===== config.mk =====
export PLATFORM = sky130hd
export DESIGN_NAME = swmm_cell
export DESIGN_NICKNAME = d
export VERILOG_FILES = /design/src/rtl/swmm_pkg.sv /design/src/rtl/swmm_cell.sv
export SDC_FILE = /design/constraint.sdc
export NUM_CORES = 1
export LEC_CHECK = 0
export BUFFER_PORTS_ARGS = -buffer_cell sky130_fd_sc_hd__buf_2
export CAP_MARGIN = 0
export CORE_MARGIN = 8
export CORE_UTILIZATION = 40
export CTS_CLUSTER_SIZE = 30
export DETAILED_ROUTE_END_ITERATION = 10
export GPL_ROUTABILITY_DRIVEN = 0
export PLACE_DENSITY = 0.63
export SYNTH_ARGS = -nofsm -noshare
export SYNTH_HDL_FRONTEND = slang
export SYNTH_SLANG_ARGS = --single-unit
export TNS_END_PERCENT = 100

===== constraint.sdc =====
create_clock -name clk -period 2.35 [get_ports clk]
set_input_delay 0.235 -clock clk [delete_from_list [all_inputs] [get_ports clk]]
set_output_delay 0.235 -clock clk [all_outputs]
set_load 0.05 [all_outputs]

===== src/rtl/swmm_pkg.sv =====
// Package for the sliding window min/max block: sample widths, register reset
// and the token that travels along the chain of cells.
// No dependencies.
package swmm_pkg;

    localparam int SAMPLE_W           = 32;
    localparam int PERIOD_W           = 6;
    localparam int DEFAULT_MAX_WINDOW = 64;

    localparam logic [PERIOD_W-1:0] PERIOD_RESET = 6'd10;

    typedef struct packed {
        logic                valid;
        logic [SAMPLE_W-1:0] hi;
        logic [SAMPLE_W-1:0] lo;
    } token_t;

endpackage


===== src/rtl/swmm_cell.sv =====
// One cell of the window chain: holds one sample and folds it into the
// passing min/max token when its place lies inside the window.
// Depends on swmm_pkg.
module swmm_cell
    import swmm_pkg::*;
#(
    parameter int IDX    = 0,
    parameter int SPAN_W = 6
)
(
    input  logic                clk,
    input  logic                rst_n,
    input  logic                shift_en,
    input  logic [SAMPLE_W-1:0] sample_in,
    input  logic [SPAN_W-1:0]   span,
    input  token_t              token_in,
    output logic [SAMPLE_W-1:0] sample_out,
    output token_t              token_out
);

    logic [SAMPLE_W-1:0] sample_reg;
    logic                valid_reg;
    logic [SAMPLE_W-1:0] hi_reg;
    logic [SAMPLE_W-1:0] lo_reg;
    token_t              token_next;
    logic                fold_en;

    assign fold_en = token_in.valid && (IDX <= int'(span));

    always_comb
    begin
        token_next = token_in;
        if (fold_en)
        begin
            if ($signed(sample_reg) > $signed(token_in.hi))
            begin
                token_next.hi = sample_reg;
            end
            if ($signed(sample_reg) < $signed(token_in.lo))
            begin
                token_next.lo = sample_reg;
            end
        end
    end

    // advance the sample only on an accepted request
    always_ff @(posedge clk)
    begin
        if (shift_en)
        begin
            sample_reg <= sample_in;
        end
    end

    always_ff @(posedge clk or negedge rst_n)
    begin
        if (!rst_n)
        begin
            valid_reg <= 1'b0;
        end
        else
        begin
            valid_reg <= token_next.valid;
        end
    end

    always_ff @(posedge clk)
    begin
        hi_reg <= token_next.hi;
        lo_reg <= token_next.lo;
    end

    assign sample_out = sample_reg;
    assign token_out  = '{valid: valid_reg, hi: hi_reg, lo: lo_reg};

endmodule


### Word-level counts from Yosys, hierarchy flattened

Cells that the tools add are included.
Widths: inputs -> output; s select.

| operators by class | value |
|---|---|
| multiplexer cells | 3 |
| $lt $le $gt $ge | 2 |

Operators with widths:

| operator | count |
|---|---|
| $mux 32 | 2 |
| $mux 64 | 1 |
| $gt 32x32->1 | 1 |
| $lt 32x32->1 | 1 |

| storage, ports and cells | value |
|---|---|
| word-level logic and storage cells | 9 |
| flip-flop bits (word level) | 97 |

### Depth between registers and ports, before layout

Gate-level depths: netlist of the first run.

| depth | value |
|---|---|
| depth after elaboration | 3 |
| gate-level depth with buffers | 11 |
| gate-level depth less buffers | 9 |

### Worst setup path before layout of the first run

Ideal clock, no wire load.

| timing path | value |
|---|---|
| kind | reg-to-reg |
| start | register sample_reg[31], in the netlist sample_out[31] |
| end | register lo_reg[31] |
| arrival | 2.768 ns |
| path buffers | 3 |
| slack | -0.542 ns |
| stages on the path, launching flop included | 11 |
| clock period less this slack | 2.892 ns |
| cell sequence | edfxtp_1 -> ha_1 -> buf_4 -> nand4_4 -> or4_4 -> or3_1 -> o22a_1 -> buf_6 -> buf_6 -> a31oi_1 -> nand3_1 |

RTL lines:

| what | line | text |
|---|---|---|
| start, declared | swmm_cell.sv:21 | `logic [SAMPLE_W-1:0] sample_reg;` |
| start signal, assigned | swmm_cell.sv:51 | `sample_reg <= sample_in;` |
| end signal, assigned | swmm_cell.sv:70 | `lo_reg <= token_next.lo;` |
| end, declared | swmm_cell.sv:24 | `logic [SAMPLE_W-1:0] lo_reg;` |

==> results of run 1 <==
-- worst max-delay path, delay by kind of cell, from the launching register on --
kind            cells  cell delay, ns
buf+inv             6            0.92
flops               1            0.42
simple gates        3            0.46
compound gates      4            0.50
fa+ha+maj           1            0.27
-- power groups by stage --
stage          clock network (mW)  logic, mW  registers (mW)
2_1_floorplan                   0       1.07            3.05
3_3_place_gp                    0       2.88            2.15
3_5_place_dp                    0       2.91            2.14
4_1_cts                      1.50       3.43            2.12
5_1_grt                      1.56       3.90            2.14
6_report                     1.47       3.71            2.12
-- timing repair --
action	4_1_cts	5_1_grt
gates resized for setup	146	87
setup endpoints to repair	64	64
gates cloned	18	4
endpoints found under the hold margin	1	0
buffers inserted	32	24
pin swaps	48	55
hold buffers	1	0
-- per-layer routing --
metal	wire [um]	track usage, %
met1	13150	32.80
met2	14970	40.72
met3	2746	6.864
met4	935	9.295
met5	31	0
-- cells in the final DEF, fill, tap and decap left out, types with 13 or more instances in the layout --
cell type,instances
sky130_fd_sc_hd__buf_2,196
sky130_fd_sc_hd__buf_4,138
sky130_fd_sc_hd__nand2_1,75
sky130_fd_sc_hd__dfxtp_1,64
sky130_fd_sc_hd__inv_1,63
sky130_fd_sc_hd__a21oi_1,61
sky130_fd_sc_hd__nand3_1,54
sky130_fd_sc_hd__ha_1,45
sky130_fd_sc_hd__buf_6,41
sky130_fd_sc_hd__nand3_2,35
sky130_fd_sc_hd__nand2b_1,34
sky130_fd_sc_hd__nand4b_1,32
sky130_fd_sc_hd__edfxtp_1,32
sky130_fd_sc_hd__nand4_1,30
sky130_fd_sc_hd__a31oi_1,30
sky130_fd_sc_hd__o2111ai_2,26
sky130_fd_sc_hd__a21oi_2,25
sky130_fd_sc_hd__a41oi_2,25
sky130_fd_sc_hd__o2111ai_1,20
sky130_fd_sc_hd__o22a_1,18
sky130_fd_sc_hd__ha_4,17
sky130_fd_sc_hd__buf_12,17
sky130_fd_sc_hd__buf_16,16
sky130_fd_sc_hd__and3_1,15
sky130_fd_sc_hd__nand3_4,13
sky130_fd_sc_hd__o211ai_2,13
sky130_fd_sc_hd__clkbuf_16,13
-- per-stage QoR --
stage	setup TNS (ns)	cell area [sq um]	hold slack, ns
2_1_floorplan	-22.72	7276	-0.06059
3_3_place_gp	-15.86	9417	0.009746
3_5_place_dp	-16.85	9417	0.01160
4_1_cts	-12.74	11210	0.04172
5_1_grt	-23.46	12010	0.04058
6_report	-18.52	12020	0.05336
-- layout make-up --
class,count,area [sq um],area share (%)
flip-flops and latches,97,2267,18.87
multi-input cells,623,5492,45.70
well taps,229,286.5,2.385
inverters,64,240.2,1.999
clock buffers,12,256.5,2.135
diodes,2,5.005,0.04165
clock inverters,4,18.77,0.1562
repair buffers,416,3450,28.71
-- cell families (layout without fill, tap and decap cells) --
group                      count (synthesis)  in the layout  synth area share, %
and+or+nand+nor                          304            304                23.43
adders and majority gates                 63             63                10.99
buffers and inverters                    148            496                8.335
AOI/OAI and AO/OA                        256            256                25.65
DFF                                       97             97                31.60
other                                      0              2                    0
-- final timing paths --
| path | start | to | slack, ns | depth (start not counted) |
|---|---|---|---|---|
| max in group asynchronous | rst_n | valid_reg$_DFF_PN0_ | 2.09 | 2 |
| setup / recovery | sample_out[30]$_DFFE_PP_ | hi_reg[12]$_DFF_P_ | -0.39 | 14 |
| min in group asynchronous | rst_n | valid_reg$_DFF_PN0_ | 0.17 | 2 |
| hold reg to reg | sample_out[20]$_DFFE_PP_ | hi_reg[20]$_DFF_P_ | 0.76 | 3 |
| hold / removal | sample_in[6] | sample_out[6]$_DFFE_PP_ | 0.05 | 1 |
| setup reg to reg | sample_out[30]$_DFFE_PP_ | hi_reg[12]$_DFF_P_ | -0.39 | 14 |
-- cells in the mapped netlist (2+ instances only) --
cell	instances
sky130_fd_sc_hd__a21oi_1	88
sky130_fd_sc_hd__buf_1	7
sky130_fd_sc_hd__inv_1	64
sky130_fd_sc_hd__nor3_1	3
sky130_fd_sc_hd__buf_6	4
sky130_fd_sc_hd__buf_4	2
sky130_fd_sc_hd__o21ai_0	5
sky130_fd_sc_hd__o22a_1	19
sky130_fd_sc_hd__nor4_1	2
sky130_fd_sc_hd__a41oi_1	32
sky130_fd_sc_hd__a211oi_1	4
sky130_fd_sc_hd__nor2_1	4
sky130_fd_sc_hd__nand4_1	30
sky130_fd_sc_hd__nand2b_1	34
sky130_fd_sc_hd__o2111ai_1	46
sky130_fd_sc_hd__and3_1	15
sky130_fd_sc_hd__nand2_1	76
sky130_fd_sc_hd__o211ai_1	5
sky130_fd_sc_hd__edfxtp_1	32
sky130_fd_sc_hd__buf_2	4
sky130_fd_sc_hd__ha_1	63
sky130_fd_sc_hd__clkbuf_1	67
sky130_fd_sc_hd__dfxtp_1	64
sky130_fd_sc_hd__nand4b_1	32
sky130_fd_sc_hd__a31oi_1	32
sky130_fd_sc_hd__o211ai_2	13
sky130_fd_sc_hd__nand3_1	102
sky130_fd_sc_hd__a21o_1	4
==> summary.txt, run 1 <==
================================================================================
Status                                                              finished, violations left
Failing checks                                                      setup timing
Seq cells post-synth                                                          97
Relative slew margins                                                     42.57%
DPL Wire Length                                                        17,320 um
Final worst path period need                                            2.743 ns
P_sw                                                                    3.170 mW
Type of the worst setup path                                        register to register
Initial core utilization                                                  40.36%
Type of the worst min-delay path                                    input port to register
Mapped Avg Cell Area                                                 8.267 sq um
Total internal power                                                    4.132 mW
Area growth, synth to finish                                              67.45%
Number of core rows                                                           49
Ordered cell list for the critical path                             buf_6 > ha_4 > nand4_1 > buf_4 > nor4_4 > buf_4 > buf_6 > a21boi_4 > buf_12 > buf_12 > nand3_4 > a21oi_2 > a41oi_2 > o2111ai_2
Count of maximum capacitance violations                                        0
Setup slack at placement                                              -0.3358 ns
Switching portion of total power                                          43.41%
GRT Resource Usage Total                                                  25.65%
Number of pins with negative max-slew slack in the final report                0
Data arrival time of the worst path                                      2.95 ns
Hold Vio Cnt, Final                                                            0
Comb power frac                                                            50.8%
1st-iter DRT viols                                                           753
WL final                                                               31,830 um
I/O Buffers                                                                  196
Sequential element share of the synthesized area                          31.60%
Number of cells after detailed placement                                   1,351
Drt pass-1 iters                                                               5
Utilization after layout                                                  67.58%
I/O pin count                                                                203
Final Net Count                                                            1,380
H-tree levels                                                                  3
Gate count after technology mapping                                          868
Chip Width                                                              149.9 um
Synthesized cell area                                                 7176 sq um
Most frequently used flop master after synthesis                    sky130_fd_sc_hd__dfxtp_1
Number of non-filler instances in the completed layout                     1,447
Placeable core region                                               17,780 sq um
Routed length per instance                                              22.00 um
Nets in the synthesized netlist                                            1,037
Overflow after GRT                                                             0
Ratio of routed vias to standard cells                                     6.080
Residual antenna-violating net count after detailed routing                    0
Number of filler cells placed in the layout                                1,383
Highest Clock Rate                                                    0.3646 GHz
Number of antenna violations at the first check in global routing              3
Sum of internal, switching and leakage power                            7.302 mW
Least-Margin Pin Slew                                                  0.8615 ns
Required arrival time at the worst endpoint                              2.55 ns
Power share of the clock group                                             20.2%
Worst clock skew                                                     0.007099 ns
Area fraction of the dominant cell type after synthesis                   17.86%
Sequential cell fraction of total power                                    29.0%
Root cell of the clock tree                                         sky130_fd_sc_hd__clkbuf_16
Biggest area contributors in the synthesized netlist                sky130_fd_sc_hd__dfxtp_1 18%, sky130_fd_sc_hd__edfxtp_1 13%, sky130_fd_sc_hd__ha_1 11%
DRC errors left                                                                0
Post-route fraction of the period consumed by the critical path           116.7%
Distinct cell type count of the synthesized netlist                           43
Total number of vias                                                       8,798
Sort of element at the end of the critical path                         register
Number of enable-type register cells in the synthesized netlist               32
Reported leakage power                                                  5.116 nW
Global-route wire length before repair                                 45,340 um
Final WS setup                                                        -0.3930 ns
Pin count of the biggest net entering global routing                         129
CP max stage cell                                                   sky130_fd_sc_hd__edfxtp_1
Largest stage delay on the critical path                                 0.42 ns
# setup viols final                                                           64
TritonCTS clock tree                                                         yes
Ys async rst share                                                        1.031%
Areal power density over the cells                                  607.7 nW/um^2
Clk pin slew, worst setup/hold paths                                     0.07 ns
Max Buffers Root-to-Sink                                                       2
Insertion delay to the later sink of the worst-skew pair                 0.35 ns
TritonCTS Sinks                                                               97
RSZ-0062 raised after global routing                                        true
IR drop worst, VDD                                                     0.3671 mV
Peak fanout along the critical path                                            8
Area of the die                                                     22,480 sq um
Cts bufs inserted                                                              9
Cell taking the most area after synthesis                           sky130_fd_sc_hd__dfxtp_1
Number of warnings issued by yosys                                             0
Share of layout cells above drive strength 1                              49.75%
Vias in the first global route                                             8,406
Vert. Die Dim                                                           149.9 um
Critical Path Start Type                                                register
================================================================================
Note: power is estimated with default switching activity, not from simulation.
==> run 2, diff against run 1 <==
--- a/config.mk
+++ b/config.mk
@@ -12,7 +12,7 @@
 export CTS_CLUSTER_SIZE = 30
 export DETAILED_ROUTE_END_ITERATION = 10
 export GPL_ROUTABILITY_DRIVEN = 0
-export PLACE_DENSITY = 0.63
+export PLACE_DENSITY = 0.61
 export SYNTH_ARGS = -nofsm -noshare
 export SYNTH_HDL_FRONTEND = slang
 export SYNTH_SLANG_ARGS = --single-unit
==> constraint.sdc (replaced) <==
create_clock -name clk -period 3.16 [get_ports clk]
set_input_delay 0.316 -clock clk [delete_from_list [all_inputs] [get_ports clk]]
set_output_delay 0.316 -clock clk [all_outputs]
set_load 0.05 [all_outputs]
==> summary.txt, run 2 (synthesized netlist as in run 1, its figures left out) <==
================================================================================
Status                                                              complete, no violations
Clk pin slew, worst setup/hold paths                                     0.08 ns   about the same
Placeable core region                                               17,780 sq um   unchanged
Highest Clock Rate                                                    0.3495 GHz   -4.1%
Drt pass-1 iters                                                               5   unchanged
DRC errors left                                                                0   unchanged
Cts bufs inserted                                                              9   unchanged
Type of the worst setup path                                        register to register
DPL Wire Length                                                        16,990 um   -1.9%
TritonCTS Sinks                                                               97   unchanged
Met2 global-route usage                                                   30.59%   -10 points
Sequential cell fraction of total power                                    33.3%   +4.3 points
Root cell of the clock tree                                         sky130_fd_sc_hd__clkbuf_16
IR drop worst, VDD                                                     0.2815 mV   -23%
Peak fanout along the critical path                                           26   +18
Vert. Die Dim                                                           149.9 um   unchanged
Global routing's busiest layer                                              met2
Reg2reg setup slack                                                      0.30 ns   +0.69 ns
GR met3 Demand/Resource                                                   5.020%   -1.8 points
Ratio of routed vias to standard cells                                     5.852   -3.8%
Post-route fraction of the period consumed by the critical path           90.54%   -26 points
Most common cell after layout, fill and taps aside                  sky130_fd_sc_hd__buf_2
Post-CTS Hold Fix Bufs                                                         1   unchanged
Count of maximum capacitance violations                                        0   unchanged
Reported leakage power                                                  3.849 nW   -25%
Insertion delay to the later sink of the worst-skew pair                 0.36 ns   about the same
Residual antenna-violating net count after detailed routing                    0   unchanged
Number of pins with negative max-slew slack in the final report                0   unchanged
H-tree levels                                                                  3   unchanged
Comb power frac                                                            42.4%   -8.4 points
Capture point of the critical path                                  lo_reg[27]$_DFF_P_
Type of the worst min-delay path                                    input port to register
Worst R2R End                                                       lo_reg[27]$_DFF_P_
Vias in the first global route                                             6,796   -19%
Data arrival time of the worst path                                      3.04 ns   +0.09 ns
Power share of the clock group                                             24.4%   +4.2 points
Chip Width                                                              149.9 um   unchanged
I/O Buffers                                                                  196   unchanged
Critical Path Start Type                                                register
WL final                                                               23,820 um   -25%
Post-CTS repair timing setup buffer count                                      0   -100%
TritonCTS clock tree                                                         yes
Number of cells on the worst reg-to-reg path                                   8   -6
Met1 capacity usage during global routing                                 29.00%   -3.8 points
I/O pin count                                                                203   unchanged
Areal power density over the cells                                  533.3 nW/um^2   -12%
Area of the die                                                     22,480 sq um   unchanged
Switching portion of total power                                          43.17%   -0.24 points
Number of antenna violations at the first check in global routing              5   +2
RSZ-0062 raised after global routing                                       false
Least-Margin Pin Slew                                                   1.005 ns   +0.1436 ns
# setup viols final                                                            0   -100%
Number of core rows                                                           49   unchanged
Start of the worst register-to-register path                        sample_out[17]$_DFFE_PP_
Post-placement cell area                                              8559 sq um   -9.1%
Setup Total Neg Slack                                                       0 ns   +18.52 ns
First element of the critical path                                  sample_out[17]$_DFFE_PP_
Initial core utilization                                                  40.36%   unchanged
Share of layout cells above drive strength 1                              26.92%   -23 points
Total number of vias                                                       7,473   -15%
Final Net Count                                                            1,208   -12%
Final worst path period need                                            2.861 ns   +0.1180 ns
Hold Vio Cnt, Final                                                            0   unchanged
Max Buffers Root-to-Sink                                                       2   unchanged
1st-iter DRT viols                                                           489   -35%
Global-route wire length before repair                                 36,670 um   -19%
Sort of element at the end of the critical path                         register
Required arrival time at the worst endpoint                              3.34 ns   +0.79 ns
Cts repair resizes                                                             0   -100%
Pin count of the biggest net entering global routing                         129   unchanged
Relative slew margins                                                     33.00%   -9.6 points
Worst clock skew                                                      0.01675 ns   +0.009649 ns
Routed length per instance                                              18.65 um   -15%
Number of filler cells placed in the layout                                1,760   +27%
Area growth, synth to finish                                              23.71%
Overflow after GRT                                                             0   unchanged
P_sw                                                                    2.044 mW   -36%
Leading cell types in the layout, fill and taps excluded            196 x sky130_fd_sc_hd__buf_2, 102 x sky130_fd_sc_hd__nand3_1, 88 x sky130_fd_sc_hd__a21oi_1, 76 x sky130_fd_sc_hd__nand2_1, 64 x sky130_fd_sc_hd__dfxtp_1
Final standard cell area without fillers                              8877 sq um   -26%
Total internal power                                                    2.690 mW   -35%
GRT Resource Usage Total                                                  20.55%   -5.1 points
================================================================================
run 2: worst min-delay path by stage:
stage | startpoint | endpoint | slack [ns] | cells after the start
2_1_floorplan | rst_n | valid_reg$_DFF_PN0_ | 0.02 | 0
3_3_place_gp | rst_n | valid_reg$_DFF_PN0_ | 0.09 | 1
3_5_place_dp | rst_n | valid_reg$_DFF_PN0_ | 0.09 | 1
4_1_cts | sample_in[6] | sample_out[6]$_DFFE_PP_ | 0.11 | 1
5_1_grt | sample_in[7] | sample_out[7]$_DFFE_PP_ | 0.11 | 1
6_report | sample_in[6] | sample_out[6]$_DFFE_PP_ | 0.12 | 1
run 2: final cells by class:
type,instances,area (sq um),share of cell area (%)
Antenna cell,4,10.01,0.1128
Clock buffer,10,229.0,2.579
Clock inverter,6,68.82,0.7752
Inverter,64,240.2,2.706
Multi-Input combinational cell,623,4382,49.36
Sequential cell,97,2267,25.54
Tap cell,229,286.5,3.228
Timing Repair Buffer,244,1394,15.70
run 2: per-layer routing:
layer / up-vias / routed length [um]
li1: 3684 / -
met1: 3495 / 11410
met2: 266 / 10380
met3: 24 / 1744
met4: 4 / 259
met5: - / 26
run 2: per-stage QoR:
stage	setup slack, ns	total power [mW]	util, %	cells	hold slack [ns]
floorplan	0.2679	3.046	-	868	0.02041
global placement	0.3263	3.588	48.14	1256	0.09086
detailed placement	0.2986	3.601	48.14	1256	0.09164
CTS	0.3107	4.770	49.87	1273	0.1111
global route	0.1046	4.988	49.92	1276	0.1100
finish	0.2990	4.734	49.93	1277	0.1243
run 2: power groups by stage:
stage	Clock [mW]	Combinational [mW]	Sequential, mW
global route	1.23	2.16	1.59
finish	1.16	2.00	1.57
floorplan	0	0.780	2.27
CTS	1.19	2.01	1.57
detailed placement	0	2.00	1.60
global placement	0	1.99	1.60
run 2: critical path: stages (launching register included):
cell and delay, ns:
sky130_fd_sc_hd__edfxtp_1 0.55, sky130_fd_sc_hd__ha_1 0.37, sky130_fd_sc_hd__nand4_1 0.14, sky130_fd_sc_hd__or4_4 0.49, sky130_fd_sc_hd__or3_1 0.39, sky130_fd_sc_hd__o22a_1 0.21, sky130_fd_sc_hd__buf_4 0.24, sky130_fd_sc_hd__nand3_1 0.13
sky130_fd_sc_hd__o2111ai_1 0.14
